--- src/hdl/hep_pkg.sv ---
// ----------------------------------------------------------------------------
// hep_pkg
// Types and constants shared by the hash entropy pool and its interfaces.
// ----------------------------------------------------------------------------
package hep_pkg;

    localparam int unsigned ABSORB_MAX = 64;

    localparam logic [31:0] EXPORT_TAG = 32'h5053_5058;

    localparam logic [31:0] IV0 = 32'h6745_2301;
    localparam logic [31:0] IV1 = 32'hEFCD_AB89;
    localparam logic [31:0] IV2 = 32'h98BA_DCFE;
    localparam logic [31:0] IV3 = 32'h1032_5476;
    localparam logic [31:0] IV4 = 32'hC3D2_E1F0;

    localparam logic [31:0] K0 = 32'h5A82_7999;
    localparam logic [31:0] K1 = 32'h6ED9_EBA1;
    localparam logic [31:0] K2 = 32'h8F1B_BCDC;
    localparam logic [31:0] K3 = 32'hCA62_C1D6;

    typedef enum logic [1:0] {
        OP_ABSORB   = 2'd0,
        OP_GENERATE = 2'd1,
        OP_EXPORT   = 2'd2,
        OP_CLEAR    = 2'd3
    } t_op;

    typedef struct packed {
        logic [1:0] operation;
        logic [7:0] data_byte;
        logic       data_last;
    } t_in_item;

    typedef struct packed {
        logic [31:0] digest_word;
        logic        word_last;
    } t_out_item;

endpackage

--- src/hdl/hep_in_if.sv ---
// ----------------------------------------------------------------------------
// hep_in_if
// Valid/ready channel carrying one operation item per transfer.
// ----------------------------------------------------------------------------
interface hep_in_if;
    logic              valid;
    logic              ready;
    hep_pkg::t_in_item payload;

    modport source (output valid, output payload, input ready);
    modport sink   (input valid, input payload, output ready);
endinterface

--- src/hdl/hep_out_if.sv ---
// ----------------------------------------------------------------------------
// hep_out_if
// Valid/ready channel carrying one digest word per transfer.
// ----------------------------------------------------------------------------
interface hep_out_if;
    logic               valid;
    logic               ready;
    hep_pkg::t_out_item payload;

    modport source (output valid, output payload, input ready);
    modport sink   (input valid, input payload, output ready);
endinterface

--- src/hdl/hash_entropy_pool_top.sv ---
// ----------------------------------------------------------------------------
// hash_entropy_pool_top
// SHA-1 entropy pool with absorb, generate, export and clear operations.
// ----------------------------------------------------------------------------
// One SHA-1 round unit is shared by every hash. Each message block is first
// shifted in one byte per cycle (the absorb buffer is read through its
// registered port), then runs 80 rounds and a chaining step. An absorb byte
// without the last flag is only stored; a last byte hashes one block, or two
// when more than 35 bytes were collected. Generate hashes twice and then
// offers five words; export hashes once and then offers five words. Clear
// zeroes the pool without hashing. The input is not ready while a hash runs
// or words are still waiting.
module hash_entropy_pool_top (
    input  logic            i_clk,
    input  logic            i_rst_n,
    hep_in_if.sink          i_in,
    hep_out_if.source       o_out
);

    typedef enum logic [4:0] {
        S_IDLE  = 5'b00001,
        S_LOAD  = 5'b00010,
        S_ROUND = 5'b00100,
        S_FINAL = 5'b01000,
        S_EMIT  = 5'b10000
    } t_state;

    typedef enum logic [3:0] {
        PH_ABS  = 4'b0001,
        PH_GEN1 = 4'b0010,
        PH_GEN2 = 4'b0100,
        PH_EXP  = 4'b1000
    } t_phase;

    t_state       r_state;
    t_phase       r_phase;
    logic [31:0]  r_pool [5];
    logic [31:0]  r_counter;
    logic [7:0]   r_buf  [64];
    logic [6:0]   r_count;
    logic [6:0]   r_len;
    logic [7:0]   r_rd;
    logic [31:0]  r_h    [5];
    logic [31:0]  r_dig  [5];
    logic [31:0]  r_a, r_b, r_c, r_d, r_e;
    logic [511:0] r_wv;
    logic [6:0]   r_lp;
    logic [6:0]   r_qpos;
    logic         r_blk;
    logic [6:0]   r_rnd;
    logic [2:0]   r_idx;

    logic         in_acc;
    logic [6:0]   n_count;
    logic [6:0]   issue_pos;
    logic [6:0]   rd_addr;
    logic [6:0]   total;
    logic         two_blocks;
    logic [9:0]   msg_bits;
    logic [6:0]   ext_pos;
    logic [31:0]  ext_word;
    logic [31:0]  pool_word;
    logic [31:0]  dig_word;
    logic [7:0]   ld_byte;
    logic [31:0]  f_val, k_val, t_val, w_new;
    logic [31:0]  n_h [5];
    logic         last_blk_done;

    assign in_acc  = i_in.valid && i_in.ready;
    assign i_in.ready = (r_state == S_IDLE);

    assign o_out.valid               = (r_state == S_EMIT);
    assign o_out.payload.digest_word = r_dig[r_idx];
    assign o_out.payload.word_last   = (r_idx == 3'd4);

    assign n_count = (r_count < 7'(hep_pkg::ABSORB_MAX)) ? r_count + 7'd1 : r_count;

    assign issue_pos = {r_blk, r_lp[5:0]};
    assign rd_addr   = issue_pos - 7'd20;

    assign total      = r_len + 7'd20;
    assign two_blocks = (total >= 7'd56);
    assign msg_bits   = {total, 3'b000};
    assign ext_pos    = r_qpos - 7'd20;
    assign ext_word   = (r_phase == PH_EXP) ? hep_pkg::EXPORT_TAG : r_counter;
    assign pool_word  = r_pool[r_qpos[4:2]] >> {~r_qpos[1:0], 3'b000};
    assign dig_word   = r_dig[ext_pos[4:2]] >> {~ext_pos[1:0], 3'b000};

    always_comb begin
        if (r_qpos < 7'd20) begin
            ld_byte = pool_word[7:0];
        end else if (r_qpos < total) begin
            priority case (1'b1)
                (r_phase == PH_ABS):  ld_byte = r_rd;
                (r_phase == PH_GEN2): ld_byte = dig_word[7:0];
                default:              ld_byte = ext_word[{ext_pos[1:0], 3'b000} +: 8];
            endcase
        end else if (r_qpos == total) begin
            ld_byte = 8'h80;
        end else if ((r_qpos[6] == two_blocks) && (r_qpos[5:0] == 6'd62)) begin
            ld_byte = {6'd0, msg_bits[9:8]};
        end else if ((r_qpos[6] == two_blocks) && (r_qpos[5:0] == 6'd63)) begin
            ld_byte = msg_bits[7:0];
        end else begin
            ld_byte = 8'h00;
        end
    end

    always_comb begin
        if (r_rnd < 7'd20) begin
            f_val = (r_b & r_c) | (~r_b & r_d);
            k_val = hep_pkg::K0;
        end else if (r_rnd < 7'd40) begin
            f_val = r_b ^ r_c ^ r_d;
            k_val = hep_pkg::K1;
        end else if (r_rnd < 7'd60) begin
            f_val = (r_b & r_c) | (r_b & r_d) | (r_c & r_d);
            k_val = hep_pkg::K2;
        end else begin
            f_val = r_b ^ r_c ^ r_d;
            k_val = hep_pkg::K3;
        end
        t_val = {r_a[26:0], r_a[31:27]} + f_val + r_e + k_val + r_wv[511:480];
        w_new = r_wv[95:64] ^ r_wv[255:224] ^ r_wv[447:416] ^ r_wv[511:480];
        w_new = {w_new[30:0], w_new[31]};
    end

    assign n_h[0] = r_h[0] + r_a;
    assign n_h[1] = r_h[1] + r_b;
    assign n_h[2] = r_h[2] + r_c;
    assign n_h[3] = r_h[3] + r_d;
    assign n_h[4] = r_h[4] + r_e;
    assign last_blk_done = (r_blk == two_blocks);

    always_ff @(posedge i_clk) begin
        if (in_acc && (i_in.payload.operation == hep_pkg::OP_ABSORB) &&
            (r_count < 7'(hep_pkg::ABSORB_MAX))) begin
            r_buf[r_count[5:0]] <= i_in.payload.data_byte;
        end
        r_rd <= r_buf[rd_addr[5:0]];
    end

    always_ff @(posedge i_clk) begin
        if (!i_rst_n) begin
            r_state   <= S_IDLE;
            r_phase   <= PH_ABS;
            r_count   <= 7'd0;
            r_counter <= 32'd0;
            r_idx     <= 3'd0;
            for (int i = 0; i < 5; i++) begin
                r_pool[i] <= 32'd0;
            end
        end else begin
            unique case (r_state)
                S_IDLE: begin
                    r_lp  <= 7'd0;
                    r_blk <= 1'b0;
                    r_h[0] <= hep_pkg::IV0;
                    r_h[1] <= hep_pkg::IV1;
                    r_h[2] <= hep_pkg::IV2;
                    r_h[3] <= hep_pkg::IV3;
                    r_h[4] <= hep_pkg::IV4;
                    if (in_acc) begin
                        unique case (i_in.payload.operation)
                            hep_pkg::OP_ABSORB: begin
                                r_count <= n_count;
                                r_len   <= n_count;
                                r_phase <= PH_ABS;
                                if (i_in.payload.data_last) begin
                                    r_state <= S_LOAD;
                                end
                            end
                            hep_pkg::OP_GENERATE: begin
                                r_len   <= 7'd4;
                                r_phase <= PH_GEN1;
                                r_state <= S_LOAD;
                            end
                            hep_pkg::OP_EXPORT: begin
                                r_len   <= 7'd4;
                                r_phase <= PH_EXP;
                                r_state <= S_LOAD;
                            end
                            default: begin
                                for (int i = 0; i < 5; i++) begin
                                    r_pool[i] <= 32'd0;
                                end
                            end
                        endcase
                    end
                end
                S_LOAD: begin
                    r_lp   <= r_lp + 7'd1;
                    r_qpos <= issue_pos;
                    if (r_lp != 7'd0) begin
                        r_wv <= {r_wv[503:0], ld_byte};
                    end
                    if (r_lp == 7'd64) begin
                        r_a     <= r_h[0];
                        r_b     <= r_h[1];
                        r_c     <= r_h[2];
                        r_d     <= r_h[3];
                        r_e     <= r_h[4];
                        r_rnd   <= 7'd0;
                        r_state <= S_ROUND;
                    end
                end
                S_ROUND: begin
                    r_e   <= r_d;
                    r_d   <= r_c;
                    r_c   <= {r_b[1:0], r_b[31:2]};
                    r_b   <= r_a;
                    r_a   <= t_val;
                    r_wv  <= {r_wv[479:0], w_new};
                    r_rnd <= r_rnd + 7'd1;
                    if (r_rnd == 7'd79) begin
                        r_state <= S_FINAL;
                    end
                end
                S_FINAL: begin
                    r_lp <= 7'd0;
                    for (int i = 0; i < 5; i++) begin
                        r_h[i] <= n_h[i];
                    end
                    if (!last_blk_done) begin
                        r_blk   <= 1'b1;
                        r_state <= S_LOAD;
                    end else begin
                        r_blk <= 1'b0;
                        unique case (r_phase)
                            PH_ABS: begin
                                for (int i = 0; i < 5; i++) begin
                                    r_pool[i] <= n_h[i];
                                end
                                r_count <= 7'd0;
                                r_state <= S_IDLE;
                            end
                            PH_GEN1: begin
                                for (int i = 0; i < 5; i++) begin
                                    r_dig[i] <= n_h[i];
                                end
                                r_h[0]    <= hep_pkg::IV0;
                                r_h[1]    <= hep_pkg::IV1;
                                r_h[2]    <= hep_pkg::IV2;
                                r_h[3]    <= hep_pkg::IV3;
                                r_h[4]    <= hep_pkg::IV4;
                                r_counter <= r_counter + 32'd1;
                                r_len     <= 7'd20;
                                r_phase   <= PH_GEN2;
                                r_state   <= S_LOAD;
                            end
                            PH_GEN2: begin
                                for (int i = 0; i < 5; i++) begin
                                    r_pool[i] <= n_h[i];
                                end
                                r_idx   <= 3'd0;
                                r_state <= S_EMIT;
                            end
                            default: begin
                                for (int i = 0; i < 5; i++) begin
                                    r_dig[i] <= n_h[i];
                                end
                                r_idx   <= 3'd0;
                                r_state <= S_EMIT;
                            end
                        endcase
                    end
                end
                default: begin
                    if (o_out.ready) begin
                        r_idx <= r_idx + 3'd1;
                        if (r_idx == 3'd4) begin
                            r_state <= S_IDLE;
                        end
                    end
                end
            endcase
        end
    end

endmodule

--- src/flat_wrapper.sv ---
// flat-port wrapper written by rule: the top's interface ports become plain ports
module hash_entropy_pool_top_flat 
  (i_clk, i_rst_n, i_in_valid, i_in_payload, i_in_ready, o_out_valid, o_out_payload, o_out_ready);
  hep_in_if i_in_i ();
  hep_out_if o_out_i ();
  input  logic i_clk;
  input  logic i_rst_n;
  input wire logic [$bits(i_in_i.valid)-1:0] i_in_valid;
  input wire logic [$bits(i_in_i.payload)-1:0] i_in_payload;
  output wire logic [$bits(i_in_i.ready)-1:0] i_in_ready;
  output wire logic [$bits(o_out_i.valid)-1:0] o_out_valid;
  output wire logic [$bits(o_out_i.payload)-1:0] o_out_payload;
  input wire logic [$bits(o_out_i.ready)-1:0] o_out_ready;
  assign i_in_i.valid = i_in_valid;
  assign i_in_i.payload = i_in_payload;
  assign i_in_ready = i_in_i.ready;
  assign o_out_valid = o_out_i.valid;
  assign o_out_payload = o_out_i.payload;
  assign o_out_i.ready = o_out_ready;
  hash_entropy_pool_top u_core (.i_clk(i_clk), .i_rst_n(i_rst_n), .i_in(i_in_i), .o_out(o_out_i));
endmodule
--- config.mk ---
export PLATFORM = sky130hd
export DESIGN_NAME = hash_entropy_pool_top_flat
export DESIGN_NICKNAME = d
export VERILOG_FILES = /design/src/hdl/hep_pkg.sv /design/src/hdl/hep_in_if.sv /design/src/hdl/hep_out_if.sv /design/src/hdl/hash_entropy_pool_top.sv /design/src/flat_wrapper.sv
export SDC_FILE = /design/constraint.sdc
export NUM_CORES = 2
export LEC_CHECK = 0
export BUFFER_PORTS_ARGS = -buffer_cell sky130_fd_sc_hd__buf_2
export CAP_MARGIN = 0
export CORE_UTILIZATION = 44
export CTS_BUF_LIST = sky130_fd_sc_hd__clkbuf_16
export CTS_CLUSTER_DIAMETER = 50
export DETAILED_ROUTE_END_ITERATION = 12
export SLEW_MARGIN = 5
export SYNTH_ARGS = -nofsm -noshare
export SYNTH_HDL_FRONTEND = slang
export SYNTH_SLANG_ARGS = --single-unit
--- constraint.sdc ---
create_clock -name i_clk -period 30.3 [get_ports i_clk]
set_input_delay 3.03 -clock i_clk [delete_from_list [all_inputs] [get_ports i_clk]]
set_output_delay 3.03 -clock i_clk [all_outputs]
set_load 0.01 [all_outputs]
# Word-level counts from Yosys, hierarchy flattened
# Memories as Yosys holds them, arrays and structs flattened. A register that Yosys moved wholly into a read port is not among the register bits.
# Cells that the tools add are included.
# classes
addsub	17
muxes	128
reduce_logical	30
bitwise	46
shifts	3
magnitude_cmp	7
n_eq_ne	31
# op_table
cell	count
32-bit 2-to-1 mux	41
512-bit case mux with 2 select lines	1
512-bit 2-to-1 mux	1
32-bit case mux with 2 select lines	5
32-bit adder	9
32-bit XOR	5
32-bit AND	4
32-bit bitwise OR	3
7-bit case mux with 2 select lines	5
32-bit by 5-bit right shift with 8-bit output	2
7-bit 2-to-1 mux	9
8-bit 2-to-1 mux	7
1-bit 2-to-1 mux	35
5-bit 2-to-1 mux	7
32-bit by 1-bit adder with 32-bit output (second input constant)	1
32-bit NOT	1
32-bit by 6-bit variable part select with 8-bit output	1
31-bit 2-to-1 mux	1
1-bit bitwise OR	30
7-bit by 1-bit adder with 7-bit output (second input constant)	3
5-bit case mux with 2 select lines	2
5-bit case mux with 4 select lines	1
3-bit 2-to-1 mux	6
7-bit equality test (second input constant)	2
other kinds (48)	80
# word_totals
mem_count	4
ff_bits	752
out_inout_bits	35
in_bits	15
mem_bits_rw	992
# memory_table
name	words	width	read_ports	rd_clocked_by_memory_dff	wr	line_no	source
u_core.r_buf	64	8	1	1	1	hash_entropy_pool_top.sv:39	logic [7:0] r_buf [64];
u_core.r_dig	5	32	2	1	5	hash_entropy_pool_top.sv:44	logic [31:0] r_dig [5];
u_core.r_h	5	32	5	0	5	hash_entropy_pool_top.sv:43	logic [31:0] r_h [5];
u_core.r_pool	5	32	1	1	5	hash_entropy_pool_top.sv:37	logic [31:0] r_pool [5];

# Logic depth before layout (Yosys ltp)
# depth
ltp_word	11
ltp_mapped	26
ltp_nobuf	24

# Worst setup path after synthesis
# Ideal clock, no wire load.
# synth_path
kind	input-to-reg
start	input port i_rst_n
end	register u_core.r_a[0] (enable)
slack_ns	13.790
setup_time_ns	0.947
path_stages	3
arrival_time_ns	15.563
path_cell_list	clkbuf_1 > clkbuf_1 > a21boi_0
# synth_via
elab_chain_len	1
# synth_lines
element	line_no	source
start, declared	flat_wrapper.sv:7	input logic i_rst_n;
3-bit AND reduction (no line)	-	
end signal, assigned	hash_entropy_pool_top.sv:198	r_a <= r_h[0];
end signal, assigned	hash_entropy_pool_top.sv:212	r_a <= t_val;
end, declared	hash_entropy_pool_top.sv:45	logic [31:0] r_a, r_b, r_c, r_d, r_e;
# No other way between the ends.
# A chain may end at the register's enable or synchronous reset.

# Final worst setup path
# layout_path
start	register u_core.r_rnd[3]
end	register u_core.r_a[31], data pin
# layout_via
elab_chain_len	9
# layout_lines
element	line_no	source
start, declared	hash_entropy_pool_top.sv:50	logic [6:0] r_rnd;
start signal, assigned	hash_entropy_pool_top.sv:214	r_rnd <= r_rnd + 7'd1;
7-bit by 6-bit less-than comparator with 1-bit output	hash_entropy_pool_top.sv:116	end else if (r_rnd < 7'd60) begin
32-bit 2-to-1 mux	hash_entropy_pool_top.sv:116	
32-bit 2-to-1 mux	hash_entropy_pool_top.sv:113	end else if (r_rnd < 7'd40) begin
32-bit 2-to-1 mux	hash_entropy_pool_top.sv:110	if (r_rnd < 7'd20) begin
32-bit adder (2 in series)	hash_entropy_pool_top.sv:123	t_val = {r_a[26:0], r_a[31:27]} + f_val + r_e + k_val + r_wv[511:480];
32-bit adder (*) (2 in series)	hash_entropy_pool_top.sv:123	
32-bit case mux with 2 select lines (*)	hash_entropy_pool_top.sv:154	unique case (r_state)
# Mark *: on every way between the ends. The rest lies on a longest branch, timed or not.

==> metrics.md <==
| Metric | Value |
|---|---|
| Total Routing Usage GR | `0.238` |
| Final Hold Viols | `0` |
| P_leak | `0.0362 uW` |
| Worst slew pin tran | `between 1000 and 1500 ps` |
| Pwr Density | `between 60 and 70 nW/um^2` |
| Maximum clock path buffer count | `3` |
| Register area | `50500 um^2` |
| Worst vdd ir | `~0.055 mV` |
| Internal | `4490 uW` |
| Drt first pass iters | `7` |
| Worst path bufs/invs | `5` |
| Area leader, netlist | `edfxtp_1` |
| Ports | `50` |
| Portion of netlist area occupied by mux cells | `0.0860` |
| Post-Synth Adder-Cell Area | `0.0640` |
| H-tree depth | `4` |
| Reg2Reg Launch Point | `u_core.r_rnd[3]` |
| Worst Path Max Fanout | `35` |
| Fin cells | `9974` |
| Die area | `198000 um^2` |
| Commonest cells post-synth | `nand2_1 (2036), edfxtp_1 (1533), nor2_1 (339), mux4_2 (299), clkbuf_1 (292)` |
| Hold path depth | `2` |
| Post-synthesis sequential area ratio | `0.585` |
| Cells after DPL | `between 9000 and 10000` |
| CP required | `30860 ps` |
| Syn Area/Cell | `12.0 um^2` |
| PostCTS Resize Cnt | `0` |
| Combinational family with the most area after synthesis | `simple AND/OR/NAND/NOR gates` |
| Reg2Reg Setup Slack | `about 23000 ps` |
| DRT iter0 DRCs | `5720` |
| Antenna violations before repair | `9` |
| DRC errors left | `0` |
| Total grt overflow | `0` |
| Final core occ | `0.494` |
| Multi-input logic area | `33800 um^2` |
| Setup Viol. Count Final | `0` |
| Core Area | `195000 um^2` |
| CP arrival | `8210 ps` |
| Tcrit/Tclk final | `0.252` |
| PnR Total Power | `about 6100 uW` |
| Logic pwr share | `0.142` |
| CP max-delay cell | `a2111oi_1` |
| Via count | `55900` |
| Global-route wire length before repair | `352 mm` |
| Simple-gate share of the synthesized area | `0.139` |
| Post-synthesis compound-gate area fraction | `0.0693` |
| Post-synth EDFFs | `1533` |
| Status | `finished clean` |
| Fin Clk Skew | `97.7 ps` |
| Post-Route WL | `237 mm` |
| Share of the synthesized area in the top cell type | `0.532` |
| Worst Reg2Reg Path Length in Cells | `25` |
| Post-Synth XOR/XNOR Area | `0.0313` |
| Fillers | `17200` |
| Fmax | `131 MHz` |
| Antenna viol nets, final | `0` |
| Share of layout cells above drive strength 1 | `0.111` |
| Largest cells by area after synthesis | `edfxtp_1 (53%), nand2_1 (8.8%), mux4_2 (7.8%)` |
| Max Cap Viol | `0` |
| Worst R2R End | `u_core.r_a[31]` |
| Post-Syn Nets | `7570` |
| Die Height | `roughly 450 um` |
| CTS Hold Bufs | `0` |
| Clk Latency, worst-skew pair | `between 800 and 900 ps` |
| Row count | `roughly 160` |
| Switching pwr | `1610 uW` |
| Final Critical Period | `7650 ps` |
| Critical path startpoint category | `register` |
| DP Wirelength | `165 mm` |
| Port Buffers | `49` |
| Most numerous cell in the Yosys netlist | `nand2_1` |
| Crit. End Element | `register` |
| Most used cell, CP | `fa_1` |
| Clock-pin slew on the worst setup and hold paths | `roughly 60 ps` |
| Relative slew slack | `0.110` |
| Post-Syn Instances | `roughly 7200` |
| WS Path Type | `register to register` |
| RePlAce Congestion | `0.934` |
| Initial core utilization | `0.443` |
| CP peak stage delay | `870 ps` |
| Unrepaired setup endpoints after global routing | `no` |
| Synth-to-Final Area Change | `11.4%` |
| Final net count | `between 7000 and 8000` |
| Hold EP | `u_core.r_h[0][126]` |
| Setup tns final | `0 ps` |
| Via-to-Cell Ratio | `roughly 5.6` |
| Cell variety after synth | `87` |
| Wire per inst | `23.8 um` |
| Largest net degree at the start of global routing | `about 230` |
| Delay-heaviest family, CP | `compound AO/OA/AOI/OAI gates` |
| Vias in the first global route | `approximately 54000` |
| Net Sw Frac | `0.265` |
| Die Span X | `445 um` |
| Synth warn | `0` |
| Root Driver | `clkbuf_16` |
| FF+latch count, synth | `1758` |
| Hold path start | `u_core.r_h[0][126]` |
| Hold_ws | `481 ps` |
| CTS tree | `done` |
| CTS Buf Count | `between 200 and 250` |
| Top_reg_cell synth | `edfxtp_1` |
| Synthesized area | `86500 um^2` |
| Worst Hold Class | `register to register` |
| Max-slew violation count | `0` |
| Seq pwr share | `0.452` |
| Clock sink total | `1758` |
| Setup Buffers After CTS | `0` |
| Clock Power Share | `0.406` |
| Async set-reset flop share out of synthesis | `0` |
==> per-stage QoR <==
step / setup slack [ps] / area (um^2)
final: 22650 / 96300
after global routing: 22140 / 96300
after CTS: 22810 / 96300
after detailed placement: 22450 / 89400
after global placement: 22490 / 89400
after floorplan: 13790 / 86500
==> area by class of cell <==
type                            count  share of cell area
Sequential cell                  1758               0.525
Inverter                          246             0.00959
Antenna cell                        5            0.000130
Tap cell                         2624              0.0341
Multi-Input combinational cell   4840               0.351
Clock buffer                      210              0.0546
Clock inverter                    172              0.0171
Timing Repair Buffer              119             0.00852
==> flip-flops by register name (all words and copies together), names as in the netlist, 160 cells and up, named ones only <==
| name | cells |
|---|---|
| u_core.r_pool | 160 |
| u_core.r_h | 160 |
| u_core.r_wv | 512 |
| u_core.r_dig | 160 |
| u_core.r_buf | 512 |
==> worst min-delay path: cells and delay by family (launching register included) <==
family / cells / cell delay [ps]
AO/OA/AOI/OAI: 1 / 50
AND/OR/NAND/NOR: 1 / 60
flip-flops: 1 / 320
==> layout by cell type (no fill, tap or decap), drive strengths merged, types with 20 or more instances in the layout <==
cell type / synthesis / routed
nand2: 2036 / 2036
fa: 124 / 124
clkbuf: 293 / 210
a21o: 82 / 82
and2: 180 / 180
a22o: 22 / 22
ha: 244 / 244
mux4: 299 / 299
dfxtp: 225 / 225
a21oi: 197 / 197
a22oi: 56 / 56
mux2i: 24 / 24
xnor2: 217 / 217
and3: 35 / 35
xor2: 91 / 91
o32ai: 20 / 20
a211oi: 30 / 30
nor3: 59 / 59
nand2b: 22 / 22
or3: 25 / 25
o22ai: 70 / 70
mux2: 41 / 41
o21a: 37 / 37
nor2: 339 / 339
o21ai: 242 / 242
buf: 50 / 119
inv: 245 / 308
a21boi: 21 / 21
nand4: 25 / 25
a31oi: 24 / 24
clkinv: 1 / 80
nand3: 48 / 48
edfxtp: 1533 / 1533
nor2b: 51 / 51
==> how the worst max path moves through the flow <==
stage / from / end / slack [ps] / cells past startpoint
detailed placement: i_rst_n / u_core.r_wv[316] / 22450 / 7
global route: u_core.r_rnd[3] / u_core.r_a[31] / 22140 / 25
global placement: i_rst_n / u_core.r_wv[140] / 22490 / 7
floorplan: i_rst_n / u_core.r_a[0] / 13790 / 3
finish: u_core.r_rnd[3] / u_core.r_a[31] / 22650 / 25
CTS: u_core.r_rnd[3] / u_core.r_a[31] / 22810 / 25
==> logic make-up (layout without fill, tap and decap cells) <==
| group | after synthesis | after routing |
|---|---|---|
| adder cells (fa/ha/maj) | 368 | 368 |
| multiplexers | 364 | 364 |
| AO/OA/AOI/OAI | 927 | 927 |
| buffers and inverters | 589 | 747 |
| flip-flops | 1758 | 1758 |
| other | 0 | 5 |
| AND/OR/NAND/NOR | 2873 | 2873 |
| XOR/XNOR | 308 | 308 |
==> power by group through the flow <==
stage | sequential, uW | combinational, uW | clock, uW
global placement | 2810 | 870 | 0
floorplan | 2800 | 587 | 0
CTS | 2760 | 878 | 2520
detailed placement | 2810 | 875 | 0
finish | 2760 | 865 | 2480
global route | 2770 | 924 | 2610
==> per-layer routing <==
metal / part of all wire / GRT usage / up-vias
met4: 0.071 / 0.150 / 2
met1: 0.41 / 0.316 / 28000
met2: 0.46 / 0.366 / 1734
li1: - / - / 25700
met5: 0.000055 / 0 / -
met3: 0.059 / 0.0382 / 423
(Power assumes the default switching activity.)
